--- src/sv/asc_pkg.sv ---
package asc_pkg;

   localparam int AREA_MAX_BITS = 35;
   localparam int RAD_BITS      = 36;
   localparam int ROOT_BITS     = 18;
   localparam int REM_BITS      = 20;
   localparam int SIDE_BITS     = 19;
   localparam int DIV_REM_BITS  = 11;
   localparam int SQRT_CELLS    = ROOT_BITS;
   localparam int DIV_CELLS     = SIDE_BITS;
   localparam int LATENCY       = SQRT_CELLS + DIV_CELLS + 6;
   localparam logic [31:0] OUT_W_MAX = 32'h007F_FFFF;
   localparam logic [31:0] OUT_H_MAX = 32'h0003_FFFF;

   typedef struct packed {
      logic [10:0] unit_width;
      logic [10:0] unit_height;
      logic [12:0] unit_count;
      logic        power_of_two;
      logic        square;
   } req_type;

   typedef struct packed {
      logic [22:0] out_width;
      logic [17:0] out_height;
      logic        area_overflow;
   } rsp_type;

   typedef struct packed {
      logic [10:0] w;
      logic [10:0] h;
      logic [12:0] n;
      logic        p2;
      logic        sq;
      logic        ovf;
   } work_type;

   typedef struct packed {
      logic                  valid;
      work_type              work;
      logic [RAD_BITS-1:0]   rad;
      logic [ROOT_BITS-1:0]  root;
      logic [REM_BITS-1:0]   rem;
   } sqrt_type;

   typedef struct packed {
      logic                    valid;
      work_type                work;
      logic [SIDE_BITS-1:0]    s;
      logic [SIDE_BITS-1:0]    dvd;
      logic [DIV_REM_BITS-1:0] rx;
      logic [DIV_REM_BITS-1:0] ry;
      logic [SIDE_BITS-1:0]    qx;
      logic [SIDE_BITS-1:0]    qy;
   } div_type;

   function automatic logic [31:0] pow2_up(input logic [31:0] v);
      logic [31:0] x;
      begin
         x = v - 32'd1;
         x = x | (x >> 1);
         x = x | (x >> 2);
         x = x | (x >> 4);
         x = x | (x >> 8);
         x = x | (x >> 16);
         pow2_up = (v == 32'd0) ? 32'd1 : x + 32'd1;
      end
   endfunction

endpackage

--- src/sv/asc_sqrt_cell.sv ---
module asc_sqrt_cell (
   input  logic              clock,
   input  logic              reset,
   input  asc_pkg::sqrt_type cell_in,
   output asc_pkg::sqrt_type cell_out
);

   asc_pkg::sqrt_type cell_ff, cell_in_c;
   logic [asc_pkg::REM_BITS+1:0] t, trial;
   logic ge;

   always_comb begin
      t = {cell_in.rem, cell_in.rad[asc_pkg::RAD_BITS-1 -: 2]};
      trial = (asc_pkg::REM_BITS+2)'({cell_in.root, 2'b01});
      ge = t >= trial;
      cell_in_c = cell_in;
      cell_in_c.valid = cell_in.valid & ~reset;
      cell_in_c.rem  = ge ? asc_pkg::REM_BITS'(t - trial) : asc_pkg::REM_BITS'(t);
      cell_in_c.root = {cell_in.root[asc_pkg::ROOT_BITS-2:0], ge};
      cell_in_c.rad  = {cell_in.rad[asc_pkg::RAD_BITS-3:0], 2'b00};
   end

   always_ff @(posedge clock) begin
      cell_ff <= cell_in_c;
   end

   assign cell_out = cell_ff;

endmodule

--- config.mk ---
export PLATFORM = sky130hd
export DESIGN_NAME = asc_sqrt_cell
export DESIGN_NICKNAME = d
export VERILOG_FILES = /design/src/sv/asc_pkg.sv /design/src/sv/asc_sqrt_cell.sv
export SDC_FILE = /design/constraint.sdc
export NUM_CORES = 1
export LEC_CHECK = 0
export BUFFER_PORTS_ARGS = -buffer_cell sky130_fd_sc_hd__buf_2
export CAP_MARGIN = 20
export CORE_ASPECT_RATIO = 2
export CORE_UTILIZATION = 42
export CTS_CLUSTER_SIZE = 8
export DETAILED_ROUTE_END_ITERATION = 16
export MAX_ROUTING_LAYER = met4
export PLACE_DENSITY = 0.89
export SKIP_LAST_GASP = 1
export SYNTH_ARGS = -nofsm -noshare
export SYNTH_HDL_FRONTEND = slang
export SYNTH_SLANG_ARGS = --single-unit
--- constraint.sdc ---
create_clock -name clock -period 2.57 [get_ports clock]
set_clock_uncertainty 0.05 [all_clocks]
set_input_delay 0 -clock clock [delete_from_list [all_inputs] [get_ports clock]]
set_output_delay 0 -clock clock [all_outputs]
set_load 0.005 [all_outputs]
After elaboration in Yosys (flattened, before gate mapping)

Index checks and enable logic that the tools add are counted.

Add/sub/neg operators: 1
$lt $le $gt $ge: 1
Muxes and demuxes: 1
Bitwise gates (word level): 2

Operator list:

| kind             | number |
|---|---|
| $ge A22 B20 Y1   | 1 |
| $mux W20         | 1 |
| $sub A20 B20 Y20 | 1 |
| $and A1 B1 Y1    | 1 |
| $not A1 Y1       | 1 |

Bits in registers: 111
Input bits: 115
Output and inout port bits: 113
Logic and storage cells: 15

Longest topological paths before layout

Gate-level depths: netlist of run 1.

Depth in word-level cells: 2
Mapped depth: 10
Depth with buffers taken out: 8

Worst setup path after synthesis of run 1

Ideal clock, no wire load.

Path kind: input-to-reg
Start: input cell_in[33] (netlist bit)
End: register cell_ff (netlist bit cell_out[10])
Setup time: 121 ps
Arrival time: 1,895 ps
Required time: 2,399 ps
Path slack: 503 ps
Stages: 9
Buffers on the path: 1
Path through: inv_1 ha_1 a21o_1 a221o_1 a21oi_2 o31ai_1 o211ai_2 buf_6 mux2_4

RTL lines:

| what                   | RTL line            | source |
|---|---|---|
| start: declaration     | asc_sqrt_cell.sv:4  | `input asc_pkg::sqrt_type cell_in,` |
| end signal: assignment | asc_sqrt_cell.sv:24 | `cell_ff <= cell_in_c;` |
| end: declaration       | asc_sqrt_cell.sv:8  | `asc_pkg::sqrt_type cell_ff, cell_in_c;` |

==> results of run 1 <==
## per-stage QoR
stage	instance area [um^2]	utilization [%]	worst slack (ns)	hold slack (ns)	power, W
finish	6549	76.25	0.05953	0.2275	0.004376
floorplan	3685	-	0.5033	-0.02228	0.002345
global placement	4918	57.27	0.2606	0.05218	0.002650
global route	6549	76.25	-0.01806	0.2374	0.004538
CTS	6360	74.05	0.006250	0.1886	0.004295
detailed placement	4918	57.27	0.1940	0.05360	0.002670
## repair_timing
action / CTS / global route
endpoints found under the setup margin: 0 / 18
resized for setup: 0 / 22
hold buffers: 111 / 0
endpoints found under the hold margin: 110 / 0
buffers inserted: 0 / 2
## final timing paths
check,start,end,slack (ns)
max,cell_in[16],cell_out[13],0.06
min,cell_in[91],cell_out[91],0.23
## cell usage in the layout (no fill, tap or decap), types with 3 or more instances in the layout
master and count:
o211ai_1 3, inv_1 25, nor4_1 3, clkbuf_16 11, ha_1 12, a21oi_1 14, mux2_4 17, buf_4 4
nor2_1 12, o21ai_0 8, nand3_1 6, xor2_1 9, dfxtp_1 111, nor3_1 6, buf_2 223, o21a_1 4
nand2_1 9, dlygate4sd3_1 111, a211oi_1 5, ha_2 4, nor2b_1 3, xnor2_1 9, ha_4 4, inv_8 3
## worst max-delay path, stage by stage
cell,delay (ns)
dlygate4sd3_1,0.55
buf_2,0.13
ha_1,0.22
or4_2,0.66
a21oi_4,0.17
o31ai_4,0.10
o211ai_4,0.33
clkbuf_16,0.24
mux2_4,0.29
## metal layers
metal	up-vias	GRT usage (%)
met2	186	53.21
met3	54	5.272
met4	0	16.90
met5	-	-
li1	1746	-
met1	1739	23.84
## cells by family after synthesis
| logic type | count (synthesis) |
|---|---|
| compound gates | 54 |
| xor+xnor | 18 |
| fa+ha+maj | 20 |
| buf+inv | 33 |
| flops | 111 |
| mux | 20 |
| other cells | 1 |
| simple gates | 49 |
## cell type report
class / count / share of cell area (%)
Clock buffer: 9 / 3.439
Clock inverter: 7 / 1.605
Inverter: 27 / 1.548
Multi-Input combinational cell: 163 / 21.86
Sequential cell: 111 / 33.93
Tap cell: 100 / 1.911
Timing Repair Buffer: 342 / 35.71
## power groups by stage
stage               clock [W]  sequential (W)  combinational, W
finish                0.00151         0.00192          0.000940
global route          0.00160         0.00193           0.00101
CTS                   0.00153         0.00191          0.000855
detailed placement          0         0.00195          0.000718
global placement            0         0.00195          0.000701
floorplan                   0         0.00197          0.000371
## Yosys cell counts
master,n
mux2_4,17
a211o_1,1
nor2b_1,3
a21oi_1,15
nand4_1,2
mux2_2,1
buf_6,3
xnor2_1,9
a31oi_2,1
nand2b_1,1
or4_2,1
or3_1,2
a211oi_1,5
xor2_1,9
buf_4,2
and2_1,1
dfxtp_1,111
nor2_1,12
nand2_2,1
nand3_1,6
a2111oi_0,1
nor4_1,4
a31oi_1,1
clkbuf_1,1
inv_1,27
o31ai_1,4
a21o_1,2
conb_1,1
o22ai_1,1
a221o_1,2
o21a_1,4
mux2i_1,2
ha_1,20
nand2_1,9
a21oi_2,2
nor3_1,6
o21ai_0,8
o21bai_1,1
or4_1,1
o211ai_1,3
o21ai_1,1
o211ai_2,1
a221oi_1,1
==> metrics.csv, run 1 <==
metric,value,unit
synth_area,3681,um^2
yosys_register_bits,111,
clock-sinks,111,
synth_top_cell_by_area,dfxtp_1,
synth.area.mux_share,7.784,%
status,"complete, no violations",
clk_pin_slew,0.08,ns
slew_headroom,68.30,%
hold-path-cell-count,2,
switching_power,0.001162,W
antenna_found_initial,0,
fmax,0.3983,GHz
path_class,input pin to register,
p_int,0.003214,W
irDropWorstVdd,0.0004790,V
cts-root-buf,clkbuf_16,
cts_tree,built,
met2_wirelength,7.551,mm
startpoint_type,input pin,
post_drt_via_cell_ratio,4.908,
pwr-share-clk,34.6,%
avgSynthCellArea,12.03,um^2
grt_max_degree,23,
worst_slew_pin_slew,0.4635,ns
dp.cells,629,
grt.overflow.total,0,
row_count,48,
yosysSeqAreaShare,60.37,%
post-route-period-util,97.68,%
synth-xor-area-share,4.283,%
hold_violations,0,
route.detailed.drc,0,
synth-simple-area-share,6.594,%
coreArea,8588,um^2
finalSetupViolCount,0,
ys_warn_count,0,
die_width,68.20,um
cts_buffer_depth,2,
grt_pass1_vias,3874,
port_buffers,225,
n_fill_cell,539,
synthCells,306,
first_iter_violations,134,
num_io_pins,228,
finalNetCount,789,
multi_input_area,1431,um^2
drtPass1Iterations,4,
drv_slew,0,
finalSetupTns,0,ns
crit_path_end_kind,register,
cap_violations,0,
timing.final.crit_period,2.510,ns
ant_nets,0,
gp_congestion,0.9103,
drt-total-wl,13.28,mm
largest_reg_flops,111,
seq_area,2222,um^2
required,2.76,ns
dieArea,9166,um^2
synth.distinct_cells,43,
cp.arrival,2.70,ns
swShare,26.56,%
wl_met3,777,um
vias,3725,
wire_per_inst,17.49,um
top_layer,met4,
fp.dieH,134.4,um
comb_power_share,21.5,%
grt_usage,28.38,%
ctsHtreeMaxLevel,3,
final_cells,759,
wl_met1,4.251,mm
crit_path_max_fanout,5,
cts_made_buffers,9,
antenna_cells,0,
area_growth_syn_to_layout,77.91,%
p_leak,3.182,nW
hpwl,8.021,mm
initial_core_util,42.86,%
synth_compound_area_share,9.891,%
min_path_type,input pin to register,
synth_top_family_by_area,compound AO/OA/AOI/OAI gates,
power_frac_seq,43.9,%
grt_pass1_wl,18.31,mm
synth_top_area_share,60.37,%
layout-drive-gt1-share,43.70,%
netlist_top_cells_area,"dfxtp_1 (60%), mux2_4 (6.9%), ha_1 (6.8%), inv_1 (2.8%), xnor2_1 (2.1%)",
p_per_area,668.2,nW/um^2
synthAdderAreaFrac,6.798,%
Power figures use the tool's default switching activity.
==> run 2: changes to the inputs <==
--- a/config.mk
+++ b/config.mk
@@ -7,8 +7,10 @@
 export LEC_CHECK = 0
 export BUFFER_PORTS_ARGS = -buffer_cell sky130_fd_sc_hd__buf_2
 export CAP_MARGIN = 20
+export CELL_PAD_IN_SITES_DETAIL_PLACEMENT = 0
+export CELL_PAD_IN_SITES_GLOBAL_PLACEMENT = 1
 export CORE_ASPECT_RATIO = 2
-export CORE_UTILIZATION = 42
+export CORE_UTILIZATION = 31
 export CTS_CLUSTER_SIZE = 8
 export DETAILED_ROUTE_END_ITERATION = 16
 export MAX_ROUTING_LAYER = met4
==> metrics.csv, run 2 (synthesis gave the netlist of run 1 again) <==
metric,value,unit,change
route.detailed.drc,0,,unchanged
final_cells,810,,+6.7%
grt.overflow.total,0,,unchanged
final_area,6581,um^2,+0.50%
cap_violations,0,,unchanged
critPathMaxStageDelay,0.54,ns,-0.12 ns
hpwl,8.404,mm,+4.8%
cp_top_family,compound AO/OA/AOI/OAI gates,,
clk_pin_slew,0.08,ns,about the same
hold_slack,0.2279,ns,+0.0004430 ns
drt-total-wl,12.67,mm,-4.6%
die_width,79.05,um,+16%
power_frac_seq,44.2,%,+0.3 points
dpl_cell_area,4992,um^2,+1.5%
finalNetCount,795,,+0.76%
cp_cell_sequence,dlygate4sd3_1 > buf_2 > inv_1 > ha_4 > a21o_4 > a221o_1 > a21oi_2 > o31ai_4 > o211ai_4 > buf_6 > mux2_2,,
num_io_pins,228,,unchanged
clock-sinks,111,,unchanged
post-route-period-util,98.76,%,+1.1 points
switching_power,0.001125,W,-3.2%
cts_made_buffers,9,,unchanged
gp_congestion,0.8002,,-12%
path_buf_inv,4,,+1
largest_reg_flops,111,,unchanged
startpoint_type,input pin,,
coreArea,11630,um^2,+35%
drtPass1Iterations,5,,+1
fp.dieH,156.1,um,+16%
post_drt_via_cell_ratio,4.428,,-9.8%
crit_path_max_fanout,6,,+1
status,"complete, no violations",,
p_total,0.004326,W,-1.2%
cts_buffer_depth,2,,unchanged
irDropWorstVdd,0.0003670,V,-23%
cts-root-buf,clkbuf_16,,
comb_power_share,21.3,%,-0.2 points
layout_commonest_cell,buf_2,,
swShare,26.01,%,-0.55 points
cp.arrival,2.72,ns,+0.02 ns
finalSetupTns,0,ns,unchanged
grt_pass1_wl,18.41,mm,+0.57%
grt_usage,20.56,%,-7.8 points
ctsHtreeMaxLevel,3,,unchanged
row_count,56,,+17%
hold_violations,0,,unchanged
cts_tree,built,,
p_int,0.003201,W,-0.41%
dieArea,12340,um^2,+35%
crit_path_end_kind,register,,
p_per_area,657.3,nW/um^2,-1.6%
p_leak,3.203,nW,+0.67%
final_cell_mix,"buf_2 (225), dfxtp_1 (111), dlygate4sd3_1 (111)",,
slowest_stage,dlygate4sd3_1,,
grt_max_degree,23,,unchanged
vias,3587,,-3.7%
wire_per_inst,15.64,um,-11%
antenna_cells,0,,unchanged
antenna_found_initial,0,,unchanged
finalSetupViolCount,0,,unchanged
drv_slew,0,,unchanged
dp.cells,678,,+7.8%
layout-drive-gt1-share,43.31,%,-0.39 points
path_class,input pin to register,,
port_buffers,225,,unchanged
fmax,0.3940,GHz,-1.1%
pwr-share-clk,34.5,%,about the same
timing.final.crit_period,2.538,ns,+0.02762 ns
min_path_type,input pin to register,,
required,2.76,ns,about the same
first_iter_violations,69,,-49%
initial_core_util,31.65,%,-11 points
grt_pass1_vias,3780,,-2.4%
rsz0062_at_grt,true,,
area_growth_syn_to_layout,78.79,%,
ant_nets,0,,unchanged
[run 2: worst paths after layout]
kind / depth (start not counted) / start / slack, ns / end
setup / recovery: 11 / cell_in[33] / 0.03 / cell_out[19]
hold / removal: 5 / cell_in[19] / 0.23 / cell_out[20]
[run 2: repair_timing]
action                     4_1_cts  5_1_grt
buffers inserted                 0        3
hold buffers                   111        0
hold endpoints to repair       110        0
setup endpoints to repair        0       18
resized for setup                0       21
[run 2: stage by stage]
| stage | setup slack [ns] | utilization (%) |
|---|---|---|
| floorplan | 0.5033 | - |
| global placement | 0.2555 | 42.92 |
| detailed placement | 0.1958 | 42.92 |
| CTS | 0.003577 | 55.31 |
| global route | -0.02421 | 56.58 |
| finish | 0.03190 | 56.58 |
[run 2: cell type report]
type | instances | area [um^2]
fillers | 988 | 5050
flip-flops and latches | 111 | 2222
multi-input cells | 163 | 1386
well taps | 145 | 181.4
inverters | 27 | 101.3
repair buffers | 348 | 2360
clock inverters | 7 | 105.1
clock buffers | 9 | 225.2
[run 2: routing by layer]
layer	vias up	wire length, um	global-route usage (%)
met5	-	0	-
met4	0	465	11.26
met3	40	809	4.211
met2	161	7341	40.76
met1	1629	4049	16.73
li1	1757	-	-
[run 2: power by group through the flow]
stage          Clock (W)  Combinational (W)  Sequential (W)
3_5_place_dp           0           0.000731         0.00195
6_report         0.00149           0.000920         0.00191
3_3_place_gp           0           0.000723         0.00195
5_1_grt          0.00161           0.000998         0.00193
2_1_floorplan          0           0.000371         0.00197
4_1_cts          0.00152           0.000867         0.00191
