[config.mk]
export PLATFORM = sky130hd
export DESIGN_NAME = asc_div_cell
export DESIGN_NICKNAME = d
export VERILOG_FILES = /design/src/sv/asc_pkg.sv /design/src/sv/asc_div_cell.sv
export SDC_FILE = /design/constraint.sdc
export NUM_CORES = 1
export LEC_CHECK = 0
export ABC_AREA = 1
export BUFFER_PORTS_ARGS = -buffer_cell sky130_fd_sc_hd__buf_2
export CORE_AREA = 2 2 107 109
export CTS_BUF_LIST = sky130_fd_sc_hd__clkbuf_4 sky130_fd_sc_hd__clkbuf_8 sky130_fd_sc_hd__clkbuf_16
export CTS_CLUSTER_SIZE = 25
export DETAILED_ROUTE_END_ITERATION = 10
export DIE_AREA = 0 0 109 111
export PLACE_DENSITY = 0.79
export SYNTH_ARGS = -nofsm -noshare
export SYNTH_HDL_FRONTEND = slang
export SYNTH_SLANG_ARGS = --single-unit
[constraint.sdc]
create_clock -name clock -period 2.3 [get_ports clock]
set_input_delay 0 -clock clock [delete_from_list [all_inputs] [get_ports clock]]
set_output_delay 0 -clock clock [all_outputs]
set_load 0.03 [all_outputs]
[src/sv/asc_pkg.sv]
package asc_pkg;

   localparam int AREA_MAX_BITS = 35;
   localparam int RAD_BITS      = 36;
   localparam int ROOT_BITS     = 18;
   localparam int REM_BITS      = 20;
   localparam int SIDE_BITS     = 19;
   localparam int DIV_REM_BITS  = 11;
   localparam int SQRT_CELLS    = ROOT_BITS;
   localparam int DIV_CELLS     = SIDE_BITS;
   localparam int LATENCY       = SQRT_CELLS + DIV_CELLS + 6;
   localparam logic [31:0] OUT_W_MAX = 32'h007F_FFFF;
   localparam logic [31:0] OUT_H_MAX = 32'h0003_FFFF;

   typedef struct packed {
      logic [10:0] unit_width;
      logic [10:0] unit_height;
      logic [12:0] unit_count;
      logic        power_of_two;
      logic        square;
   } req_type;

   typedef struct packed {
      logic [22:0] out_width;
      logic [17:0] out_height;
      logic        area_overflow;
   } rsp_type;

   typedef struct packed {
      logic [10:0] w;
      logic [10:0] h;
      logic [12:0] n;
      logic        p2;
      logic        sq;
      logic        ovf;
   } work_type;

   typedef struct packed {
      logic                  valid;
      work_type              work;
      logic [RAD_BITS-1:0]   rad;
      logic [ROOT_BITS-1:0]  root;
      logic [REM_BITS-1:0]   rem;
   } sqrt_type;

   typedef struct packed {
      logic                    valid;
      work_type                work;
      logic [SIDE_BITS-1:0]    s;
      logic [SIDE_BITS-1:0]    dvd;
      logic [DIV_REM_BITS-1:0] rx;
      logic [DIV_REM_BITS-1:0] ry;
      logic [SIDE_BITS-1:0]    qx;
      logic [SIDE_BITS-1:0]    qy;
   } div_type;

   function automatic logic [31:0] pow2_up(input logic [31:0] v);
      logic [31:0] x;
      begin
         x = v - 32'd1;
         x = x | (x >> 1);
         x = x | (x >> 2);
         x = x | (x >> 4);
         x = x | (x >> 8);
         x = x | (x >> 16);
         pow2_up = (v == 32'd0) ? 32'd1 : x + 32'd1;
      end
   endfunction

endpackage

[src/sv/asc_div_cell.sv]
module asc_div_cell (
   input  logic             clock,
   input  logic             reset,
   input  asc_pkg::div_type cell_in,
   output asc_pkg::div_type cell_out
);

   asc_pkg::div_type cell_ff, cell_in_c;
   logic [asc_pkg::DIV_REM_BITS:0] tx, ty, dx, dy;
   logic gx, gy;

   always_comb begin
      tx = {cell_in.rx, cell_in.dvd[asc_pkg::SIDE_BITS-1]};
      ty = {cell_in.ry, cell_in.dvd[asc_pkg::SIDE_BITS-1]};
      dx = {1'b0, cell_in.work.w};
      dy = {1'b0, cell_in.work.h};
      gx = tx >= dx;
      gy = ty >= dy;
      cell_in_c = cell_in;
      cell_in_c.valid = cell_in.valid & ~reset;
      cell_in_c.rx  = gx ? asc_pkg::DIV_REM_BITS'(tx - dx) : tx[asc_pkg::DIV_REM_BITS-1:0];
      cell_in_c.ry  = gy ? asc_pkg::DIV_REM_BITS'(ty - dy) : ty[asc_pkg::DIV_REM_BITS-1:0];
      cell_in_c.qx  = {cell_in.qx[asc_pkg::SIDE_BITS-2:0], gx};
      cell_in_c.qy  = {cell_in.qy[asc_pkg::SIDE_BITS-2:0], gy};
      cell_in_c.dvd = {cell_in.dvd[asc_pkg::SIDE_BITS-2:0], 1'b0};
   end

   always_ff @(posedge clock) begin
      cell_ff <= cell_in_c;
   end

   assign cell_out = cell_ff;

endmodule

Word-level counts from Yosys, hierarchy flattened
Cells that the tools add are included.
{"block": "totals", "output_inout_bits": 137, "ff_bits": 136, "word_cells": 21}
{"block": "op_classes", "magnitude_cmp": 2, "n_bitwise": 2, "muxes": 2, "addsub": 2}
{"op": "$ge A12 B11 Y1", "count": 2}
{"op": "$mux W11", "count": 2}
{"op": "$sub A11 B11 Y11", "count": 2}
{"op": "$and A1 B1 Y1", "count": 1}
{"op": "$not A1 Y1", "count": 1}

Depth between registers and ports, before layout
Gate-level depths: netlist of the first run.
{"block": "depth", "depth_word": 2, "depth_mapped": 11}

Least setup slack after synthesis of the first run
Ideal clock, no wire load.
{"block": "synth_path", "path_kind": "input port to flip-flop", "from": "input port cell_in[78] (netlist bit)", "to": "register cell_ff, in the netlist cell_out[51]", "path_buffers": 1, "required_time_ns": 2.186, "arrival_ns": 1.293, "path_slack_ns": 0.893, "stages": 10, "path_cell_list": "inv_1 ha_1 fa_1 inv_1 nand3_1 nand3_2 nand2_4 nand4_4 buf_12 o21ai_2"}
{"element": "start, declared", "line": "asc_div_cell.sv:4", "rtl": "input asc_pkg::div_type cell_in,"}
{"element": "end signal, assigned", "line": "asc_div_cell.sv:29", "rtl": "cell_ff <= cell_in_c;"}
{"element": "end, declared", "line": "asc_div_cell.sv:8", "rtl": "asc_pkg::div_type cell_ff, cell_in_c;"}

==> flow_metrics.env, run 1 <==
export IMPL_status="finished clean"
export IMPL_io_pins=276
export IMPL_ctsResizeCount=0
export IMPL_drv_slew=0
export IMPL_syn2layout_area_growth_pct=74.3
export IMPL_worstPathArrival_ns=2.25
export IMPL_fillCellCount=707
export IMPL_synth_nets=632
export IMPL_ys_ff_latch=136
export IMPL_rsz0062_at_grt="no"
export IMPL_wire_per_inst_um=17.0
export IMPL_die_y_um=111
export IMPL_crit_top_cell="inv_1"
export IMPL_cts_sinks=136
export IMPL_syn_inst=469
export IMPL_synth_warnings=0
export IMPL_wl_mm=17.8
export IMPL_yosysSeqAreaShare_pct=58.4
export IMPL_htreeDepth=4
export IMPL_drv_cap=0
export IMPL_period_share_pct=85.0
export IMPL_ys_top_cells_by_area="dfxtp_1, nand2_1, ha_1, inv_1, nand3_2"
export IMPL_grt_pass1_wl_mm=27.1
export IMPL_fp_dieArea_sq_mm=0.0121
export IMPL_num_vias=4903
export IMPL_critical_path_cell_chain="dlygate4sd3_1 -> buf_2 -> inv_1 -> ha_1 -> fa_1 -> inv_1 -> nand3_1 -> nand3_2 -> nand2_4 -> nand4_4 -> nand2_1 -> o21ai_2"
export IMPL_hold_viol_final=0
export IMPL_dp_hpwl_mm=10.2
export IMPL_cp_num_buf_inv=4
export IMPL_holdWs_ns=0.187
export IMPL_finalCriticalPeriod_ns=1.96
export IMPL_antenna_found_initial=1
export IMPL_synth_top_area_share_pct=58.4
export IMPL_clock_path_buffers=2
export IMPL_drt_drc_violations_left=0
export IMPL_first_pass_iters=5
export IMPL_synth_enable_flop_cells=0
export IMPL_crit_family="buffers and inverters"
export IMPL_drive_gt1_share_pct=39.4
export IMPL_gp_congestion=0.859
export IMPL_rows=39
export IMPL_setup_viol=0
export IMPL_grt_max_degree=18
export IMPL_syn_area_sq_mm=0.00466
export IMPL_path_clk_slew_ns=0.06
export IMPL_grt_util_all_layers_pct=29.8
export IMPL_cts_inserted_buffers=17
export IMPL_ant_nets=0
export IMPL_hold_class="input pin to register"
export IMPL_viasPerCell=4.69
export IMPL_largest_register_ffs=136
export IMPL_power_w=0.00692
export IMPL_synth_flop_cell="dfxtp_1"
export IMPL_pwr_density_cell_mw_per_mm2=852
export IMPL_max_freq_mhz=511
export IMPL_core_sq_mm=0.0111
export IMPL_cpPeakStageDelay_ns=0.53
export IMPL_vdd_ir_drop_max_uv=998
export IMPL_p_leak_nw=4.25
export IMPL_first_global_vias=5197
export IMPL_grt_ovfl_total=0
export IMPL_dieWidth_um=109
export IMPL_endpoint_kind="register"
export IMPL_cts_tree="yes"
export IMPL_fin_nets=1052
export IMPL_detailedRoute_firstIterationViolations=248
export IMPL_synth_top_cell_by_area="dfxtp_1"
export IMPL_cpMaxStageDelayCell="dlygate4sd3_1"
export IMPL_start_kind="input pin"
export IMPL_cp_required_ns=2.59
export IMPL_io_buffer_count=272
export IMPL_root_buffer="clkbuf_16"
export IMPL_yosys_cell_types_count=30
export IMPL_avgSynthCellArea_sq_um=9.95
export IMPL_critical_path_class="input pin to register"
export IMPL_async_flop_share_pct=0
export IMPL_start_util_pct=42.1
export IMPL_crit_fanout=17
export IMPL_finalSetupTns_ns=0
## tightest hold or removal path: stages
cell and delay [ns]:
buf_2 0.10, or2_1 0.11, a21oi_2 0.05, nand4_4 0.25
## what timing repair did
item                      in CTS  in global routing
hold buffers                 134                  0
setup buffers                  0                  0
hold endpoints to repair     134                  0
## synthesized netlist by cell type (8+ instances only)
cell        n
nand3_1    14
dfxtp_1   136
nor2_1     15
nand4_1    18
nand3b_1    8
nand2_2    11
ha_1       22
nand3_2    14
nand2_1   107
inv_1      70
## stage by stage
| step | cell area, sq um | utilization [%] | cells | setup WS, ns |
|---|---|---|---|---|
| finish | 8130 | 73.4 | 1046 | 0.344 |
| global route | 8130 | 73.4 | 1046 | 0.259 |
| CTS | 8130 | 73.4 | 1045 | 0.428 |
| detailed placement | 6150 | 55.5 | 879 | 0.537 |
| global placement | 6150 | 55.5 | 879 | 0.586 |
| floorplan | 4660 | - | 469 | 0.893 |
## cell type report
| cell class | instances | area (sq um) | share of cell area [%] |
|---|---|---|---|
| Sequential cell | 136 | 2720 | 33.5 |
| Timing Repair Buffer | 406 | 2700 | 33.2 |
| Multi-Input combinational cell | 254 | 1610 | 19.8 |
| Clock buffer | 24 | 509 | 6.26 |
| Inverter | 74 | 278 | 3.42 |
| Tap cell | 143 | 179 | 2.20 |
| Clock inverter | 8 | 131 | 1.62 |
| Antenna cell | 1 | 2.50 | 0.0308 |
## power by group
group | internal, W | total (W) | switching (W) | leakage, nW
Sequential | 0.00254 | 0.00260 | 0.0000580 | 1.15
Clock | 0.00189 | 0.00292 | 0.00103 | 0.311
Combinational | 0.000528 | 0.00141 | 0.000881 | 2.79
## metal layers
| metal | routed length [um] | up-vias | GRT usage, % |
|---|---|---|---|
| met4 | 845 | 0 | 16.8 |
| li1 | - | 2313 | - |
| met3 | 1530 | 63 | 9.94 |
| met2 | 9160 | 286 | 51.9 |
| met5 | 0 | - | 0 |
| met1 | 6290 | 2241 | 30.8 |
## cells by family (layout without fill, tap and decap cells)
group | after synthesis | in the layout | share of synthesized area, %
compound gates | 18 | 18 | 2.58
xor+xnor | 6 | 6 | 1.13
fa+ha+maj | 24 | 24 | 6.76
buf+inv | 79 | 512 | 7.19
flops | 136 | 136 | 58.4
other cells | 1 | 2 | 0.0804
simple gates | 205 | 205 | 23.9
## path summary, 6_finish.rpt
path | endpoint | cells past startpoint | slack (ns) | start
setup / recovery | cell_out[51]$_DFF_P_ | 12 | 0.34 | cell_in[78]
hold / removal | cell_out[0]$_DFF_P_ | 4 | 0.19 | cell_in[48]
## layout by cell type (no fill, tap or decap), types with 5 or more instances in the layout
| cell | Yosys | final |
|---|---|---|
| dfxtp_1 | 136 | 136 |
| nand4_1 | 18 | 18 |
| nand3b_1 | 8 | 8 |
| nand2_2 | 11 | 11 |
| a21oi_1 | 6 | 6 |
| o21ai_2 | 6 | 6 |
| nand3_1 | 14 | 14 |
| nor2_4 | 6 | 6 |
| clkbuf_8 | 0 | 5 |
| clkbuf_16 | 0 | 17 |
| ha_1 | 22 | 22 |
| nand2_1 | 107 | 107 |
| nor2_1 | 15 | 15 |
| nand3_2 | 14 | 14 |
| buf_2 | 2 | 272 |
| inv_1 | 70 | 70 |
| dlygate4sd3_1 | 0 | 134 |
(Power assumes the default switching activity.)
==> run 2: changes to the inputs <==
==> config.mk (replaced) <==
export PLATFORM = sky130hd
export DESIGN_NAME = asc_div_cell
export DESIGN_NICKNAME = d
export VERILOG_FILES = /design/src/sv/asc_pkg.sv /design/src/sv/asc_div_cell.sv
export SDC_FILE = /design/constraint.sdc
export NUM_CORES = 1
export LEC_CHECK = 0
export BUFFER_PORTS_ARGS = -buffer_cell sky130_fd_sc_hd__buf_2
export CORE_ASPECT_RATIO = 0.5
export CORE_UTILIZATION = 45
export CTS_CLUSTER_SIZE = 25
export DETAILED_ROUTE_END_ITERATION = 10
export PLACE_DENSITY = 0.85
export SYNTH_ARGS = -nofsm -noshare
export SYNTH_HDL_FRONTEND = slang
export SYNTH_SLANG_ARGS = --single-unit
==> run 2 against run 1 <==
The run now ends with design-rule violations left. Sequential share of layout area rose by 2.0 points. Count of clock-buffer cells in the layout down 7. Worst setup slack worse by 0.30 ns. Sequential power hardly changed. First-iteration DRC count up 15%. Cell area fell by 5.6%. Clock power shrank 11%. Synthesized cell count shrank 29%. Global-route usage is 4.7 points higher.
==> flow_metrics.env, run 2 <==
export IMPL_largest_register_ffs=136
export IMPL_cts_tree="yes"
export IMPL_fp_dieArea_sq_mm=0.00978
export IMPL_period_share_pct=97.9
export IMPL_vdd_ir_drop_max_uv=737
export IMPL_dp_hpwl_mm=9.12
export IMPL_finalSetupTns_ns=0
export IMPL_htreeDepth=4
export IMPL_drv_cap=0
export IMPL_critical_path_class="input pin to register"
export IMPL_post_route_util_pct=86.4
export IMPL_finalCriticalPeriod_ns=2.25
export IMPL_avgSynthCellArea_sq_um=12.6
export IMPL_rows=24
export IMPL_fin_nets=926
export IMPL_start_util_pct=47.4
export IMPL_status="finished, violations left"
export IMPL_final_cells=893
export IMPL_io_pins=276
export IMPL_pwr_density_cell_mw_per_mm2=866
export IMPL_p_leak_nw=3.84
export IMPL_wl_mm=16.8
export IMPL_critical_path_cell_chain="dlygate4sd3_1 -> buf_2 -> inv_1 -> ha_2 -> fa_2 -> nand2b_2 -> a21oi_2 -> o21ai_1 -> a32oi_2 -> buf_6 -> mux2_2"
export IMPL_synth_nets=497
export IMPL_fillCellCount=446
export IMPL_syn_area_sq_mm=0.00421
export IMPL_whs_endpoint="cell_out[110]$_DFF_P_"
export IMPL_yosysSeqAreaShare_pct=64.6
export IMPL_layout_commonest_cell="buf_2"
export IMPL_max_freq_mhz=444
export IMPL_power_w=0.00665
export IMPL_synth_common_cells="dfxtp_1, inv_1, ha_1"
export IMPL_syn_inst=334
export IMPL_start_kind="input pin"
export IMPL_ys_top_cells_by_area="dfxtp_1, ha_1, inv_1, mux2_4, mux2_2"
export IMPL_worstPathArrival_ns=2.55
export IMPL_ys_ff_latch=136
export IMPL_antennaDiodeCount=0
export IMPL_wire_per_inst_um=18.8
export IMPL_synth_warnings=0
export IMPL_first_pass_iters=9
export IMPL_min_path_cells=2
export IMPL_die_y_um=70.4
export IMPL_setup_viol=0
export IMPL_final_cell_mix="buf_2, dfxtp_1, dlygate4sd3_1"
export IMPL_ant_nets=0
export IMPL_cts_inserted_buffers=17
export IMPL_cpMaxStageDelayCell="dlygate4sd3_1"
export IMPL_cpPeakStageDelay_ns=0.52
export IMPL_gp_congestion=0.832
export IMPL_clock_path_buffers=2
export IMPL_synth_most_common_cell="dfxtp_1"
export IMPL_dieWidth_um=139
export IMPL_drive_gt1_share_pct=43.3
export IMPL_hold_class="input pin to register"
export IMPL_hold_viol_final=0
export IMPL_detailedRoute_firstIterationViolations=284
export IMPL_synth_enable_flop_cells=0
export IMPL_syn2layout_area_growth_pct=82.3
export IMPL_synth_top_cell_by_area="dfxtp_1"
export IMPL_synth_top_area_share_pct=64.6
export IMPL_synth_flop_cell="dfxtp_1"
export IMPL_async_flop_share_pct=0
export IMPL_yosys_cell_types_count=53
export IMPL_post_place_cells=723
export IMPL_drv_slew=0
export IMPL_grt_pass1_wl_mm=24.6
export IMPL_failed_checks="design-rule violations"
export IMPL_cts_sinks=136
export IMPL_cp_required_ns=2.60
export IMPL_crit_fanout=5
export IMPL_grt_util_all_layers_pct=34.5
export IMPL_drt_drc_violations_left=12
export IMPL_path_clk_slew_ns=0.07
export IMPL_viasPerCell=4.86
export IMPL_hp_start="cell_in[110]"
export IMPL_endpoint_kind="register"
export IMPL_num_vias=4337
export IMPL_root_buffer="clkbuf_16"
export IMPL_grt_ovfl_total=0
export IMPL_first_global_vias=4579
export IMPL_io_buffer_count=272
export IMPL_core_sq_mm=0.00889
export IMPL_antenna_found_initial=1
export IMPL_grt_max_degree=17
==> run 2: cell types whose count changed in the layout (fill, tap and decap cells not counted), sizes merged, moves of 5 or more <==
cell    previous run  this run
buf              272       278
nand2            120         9
o21a               0         9
nor2b              0         5
inv               77        39
nor2              23        18
nand3b             8         1
nand4             20         1
mux2               0        16
nand3             30         4
mux2i              0         7
xnor2              2         8
nor3               0         7
clkbuf            24        17
==> run 2: layer usage <==
layer | part of all wire, % | up-vias | GRT usage, %
li1 | - | 2007 | -
met1 | 34 | 2029 | 31.9
met2 | 56 | 229 | 68.7
met3 | 5.8 | 70 | 8.71
met4 | 4.7 | 2 | 20.7
met5 | 0.054 | - | 0
==> run 2: layout make-up <==
cell class	instances	area, sq um	area share [%]
inverters	30	113	1.47
clock inverters	15	139	1.81
clock buffers	17	425	5.54
repair buffers	413	2770	36.0
well taps	117	146	1.91
flip-flops and latches	136	2720	35.5
multi-input cells	165	1370	17.8
==> run 2: worst max-delay path: cells and delay by family <==
| kind | cells | cell delay, ns |
|---|---|---|
| and+or+nand+nor | 1 | 0.20 |
| muxes | 1 | 0.35 |
| AOI/OAI and AO/OA | 3 | 0.57 |
| adders and majority gates | 2 | 0.57 |
| buffers and inverters | 4 | 0.86 |
==> run 2: where the power goes <==
| group | leakage (nW) | internal (W) | switching [W] |
|---|---|---|---|
| sequential | 1.15 | 0.00255 | 0.0000606 |
| clock | 0.275 | 0.00143 | 0.00118 |
| combinational | 2.41 | 0.000599 | 0.000833 |
==> run 2: kinds of logic (layout without fill, tap and decap cells) <==
kind of cell               count (synthesis)  count (layout)  synth area share [%]
DFF                                      136             136                  64.6
and+or+nand+nor                           60              60                  7.60
AOI/OAI and AO/OA                         46              46                  8.05
buffers and inverters                     33             475                  3.30
adders and majority gates                 24              24                  7.48
muxes                                     23              23                  6.56
xor gates and xnor gates                  11              11                  2.29
other                                      1               1                0.0890
==> run 2: how the worst max path moves through the flow <==
stage | start | endpoint | slack [ns] | cells past startpoint
after floorplan | cell_in[78] | cell_out[41]$_DFF_P_ | 0.35 | 9
after global placement | cell_in[78] | cell_out[45]$_DFF_P_ | 0.21 | 10
after detailed placement | cell_in[78] | cell_out[40]$_DFF_P_ | 0.15 | 10
after CTS | cell_in[78] | cell_out[40]$_DFF_P_ | 0.04 | 11
after global routing | cell_in[78] | cell_out[48]$_DFF_P_ | -0.04 | 11
final | cell_in[78] | cell_out[48]$_DFF_P_ | 0.05 | 11
==> run 2: stage by stage <==
step	area [sq um]	setup WS (ns)	hold WS [ns]
after floorplan	4210	0.347	0.0277
after global placement	5720	0.207	0.103
after detailed placement	5720	0.152	0.104
after CTS	7620	0.0420	0.0451
after global routing	7680	-0.0358	0.217
final	7680	0.0481	0.222
==> run 2: repair_timing <==
action | 4_1_cts | 5_1_grt
resized for setup | 0 | 6
setup buffers | 0 | 3
endpoints found under the hold margin | 134 | 1
endpoints found under the setup margin | 0 | 15
hold buffers | 134 | 1
==> run 3: changes to the inputs <==
--- a/config.mk
+++ b/config.mk
@@ -7,10 +7,10 @@
 export LEC_CHECK = 0
 export BUFFER_PORTS_ARGS = -buffer_cell sky130_fd_sc_hd__buf_2
 export CORE_ASPECT_RATIO = 0.5
-export CORE_UTILIZATION = 45
+export CORE_UTILIZATION = 39
 export CTS_CLUSTER_SIZE = 25
 export DETAILED_ROUTE_END_ITERATION = 10
-export PLACE_DENSITY = 0.85
+export PLACE_DENSITY = 0.83
 export SYNTH_ARGS = -nofsm -noshare
 export SYNTH_HDL_FRONTEND = slang
 export SYNTH_SLANG_ARGS = --single-unit
==> run 3 against run 2 <==
The flow now finishes without violations. Worst setup slack gained 0.047 ns. Maximum frequency grew 2.1%. Cell area grew 1.2%. First-iteration DRC count shrank 45%. Count of clock-buffer cells in the layout is the same. Die area grew 15%. Via count shrank 3.3%. Power grew 2.2%. Utilization shrank 11 points. Global-route usage shrank 9.0 points. Sequential share of layout area shrank 0.42 points. Largest power group is now clock.
==> flow_metrics.env, run 3 (synthesis gave the netlist of run 2 again) <==
export IMPL_status="finished clean"
export IMPL_place_ws_ns=0.0511
export IMPL_cts_sinks=136
export IMPL_hold_class="input pin to register"
export IMPL_crit_fanout=3
export IMPL_pwr_density_cell_mw_per_mm2=874
export IMPL_min_path_cells=4
export IMPL_largest_register_ffs=136
export IMPL_period_share_pct=95.9
export IMPL_viasPerCell=4.57
export IMPL_final_cells=917
export IMPL_hp_start="cell_in[78]"
export IMPL_cp_required_ns=2.57
export IMPL_io_buffer_count=272
export IMPL_drv_cap=0
export IMPL_fp_dieArea_sq_mm=0.0112
export IMPL_die_y_um=75.5
export IMPL_ant_nets=0
export IMPL_grt_ovfl_total=0
export IMPL_hold_viol_final=0
export IMPL_layout_commonest_cell="buf_2"
export IMPL_holdWs_ns=0.0829
export IMPL_rows=26
export IMPL_clock_path_buffers=2
export IMPL_syn2layout_area_growth_pct=84.5
export IMPL_post_route_util_pct=75.1
export IMPL_first_global_vias=4309
export IMPL_first_pass_iters=4
export IMPL_endpoint_kind="register"
export IMPL_fillCellCount=674
export IMPL_vdd_ir_drop_max_uv=505
export IMPL_root_buffer="clkbuf_16"
export IMPL_setup_ws_ns=0.0948
export IMPL_drt_drc_violations_left=0
export IMPL_final_cell_mix="buf_2, dfxtp_1, dlygate4sd3_1"
export IMPL_drv_slew=0
export IMPL_grt_pass1_wl_mm=21.3
export IMPL_dieWidth_um=149
export IMPL_whs_endpoint="cell_out[38]$_DFF_P_"
export IMPL_core_sq_mm=0.0103
export IMPL_finalCriticalPeriod_ns=2.21
export IMPL_wl_mm=15.4
export IMPL_path_clk_slew_ns=0.07
export IMPL_antenna_found_initial=2
export IMPL_cpPeakStageDelay_ns=0.52
export IMPL_cts_inserted_buffers=17
export IMPL_drive_gt1_share_pct=43.0
export IMPL_grt_util_all_layers_pct=25.5
export IMPL_critical_path_class="input pin to register"
export IMPL_htreeDepth=4
export IMPL_wire_per_inst_um=16.8
export IMPL_cts_tree="yes"
export IMPL_num_vias=4195
export IMPL_post_place_cells=744
export IMPL_max_freq_mhz=453
export IMPL_io_pins=276
export IMPL_p_leak_nw=3.86
export IMPL_setup_viol=0
export IMPL_fin_nets=925
export IMPL_critical_path_cell_chain="dlygate4sd3_1 -> buf_2 -> ha_1 -> fa_2 -> nand2b_2 -> a211oi_1 -> nor4_1 -> a311oi_1 -> mux2i_1"
export IMPL_start_util_pct=40.7
export IMPL_gp_congestion=0.810
export IMPL_dp_hpwl_mm=9.28
export IMPL_start_kind="input pin"
export IMPL_grt_max_degree=17
export IMPL_cpMaxStageDelayCell="dlygate4sd3_1"
export IMPL_detailedRoute_firstIterationViolations=157
export IMPL_worstPathArrival_ns=2.48
[run 3: power breakdown]
group          leakage [nW]  switching, W  internal [W]  total [W]
registers              1.15     0.0000559       0.00255    0.00260
logic                  2.42      0.000812      0.000606    0.00142
clock network         0.289       0.00113       0.00164    0.00277
[run 3: critical path, delay by kind of cell]
family          cells  cell delay, ns
compound gates      2            0.77
fa+ha+maj           2            0.56
buf+inv             2            0.65
mux                 1            0.15
simple gates        2            0.34
[run 3: cell type report]
| type | count | area (sq um) | area share, % |
|---|---|---|---|
| diodes | 2 | 5.00 | 0.0644 |
| flip-flops and latches | 136 | 2720 | 35.0 |
| multi-input cells | 165 | 1370 | 17.6 |
| clock inverters | 15 | 183 | 2.35 |
| well taps | 140 | 175 | 2.25 |
| repair buffers | 412 | 2780 | 35.8 |
| clock buffers | 17 | 425 | 5.47 |
| inverters | 30 | 113 | 1.45 |
[run 3: timing repair]
| action | 4_1_cts | 5_1_grt |
|---|---|---|
| setup buffers | 0 | 3 |
| hold endpoints to repair | 134 | 1 |
| resized for setup | 0 | 3 |
| hold buffers | 134 | 1 |
| endpoints found under the setup margin | 0 | 13 |
[run 3: worst max path at each step]
stage / end / from / depth (start not counted) / slack (ns)
2_1_floorplan: cell_out[41]$_DFF_P_ / cell_in[78] / 9 / 0.35
6_report: cell_out[44]$_DFF_P_ / cell_in[114] / 9 / 0.09
3_3_place_gp: cell_out[45]$_DFF_P_ / cell_in[78] / 10 / 0.13
3_5_place_dp: cell_out[43]$_DFF_P_ / cell_in[78] / 10 / 0.05
5_1_grt: cell_out[44]$_DFF_P_ / cell_in[114] / 9 / -0.07
4_1_cts: cell_out[41]$_DFF_P_ / cell_in[114] / 10 / 0.01
[run 3: through the flow]
| stage | instance area, sq um | setup TNS, ns | power, W |
|---|---|---|---|
| after detailed placement | 5740 | 0 | 0.00381 |
| final | 7770 | 0 | 0.00679 |
| after CTS | 7690 | 0 | 0.00676 |
| after floorplan | 4210 | 0 | 0.00341 |
| after global placement | 5740 | 0 | 0.00378 |
| after global routing | 7770 | -0.0746 | 0.00704 |
[run 3: layer usage]
layer / GRT usage (%) / up-vias / share of wire (%)
met5: 0 / - / 0
met4: 15.1 / 0 / 4.0
met3: 6.71 / 53 / 5.7
met2: 48.2 / 180 / 54
met1: 26.6 / 1966 / 36
li1: - / 1996 / -
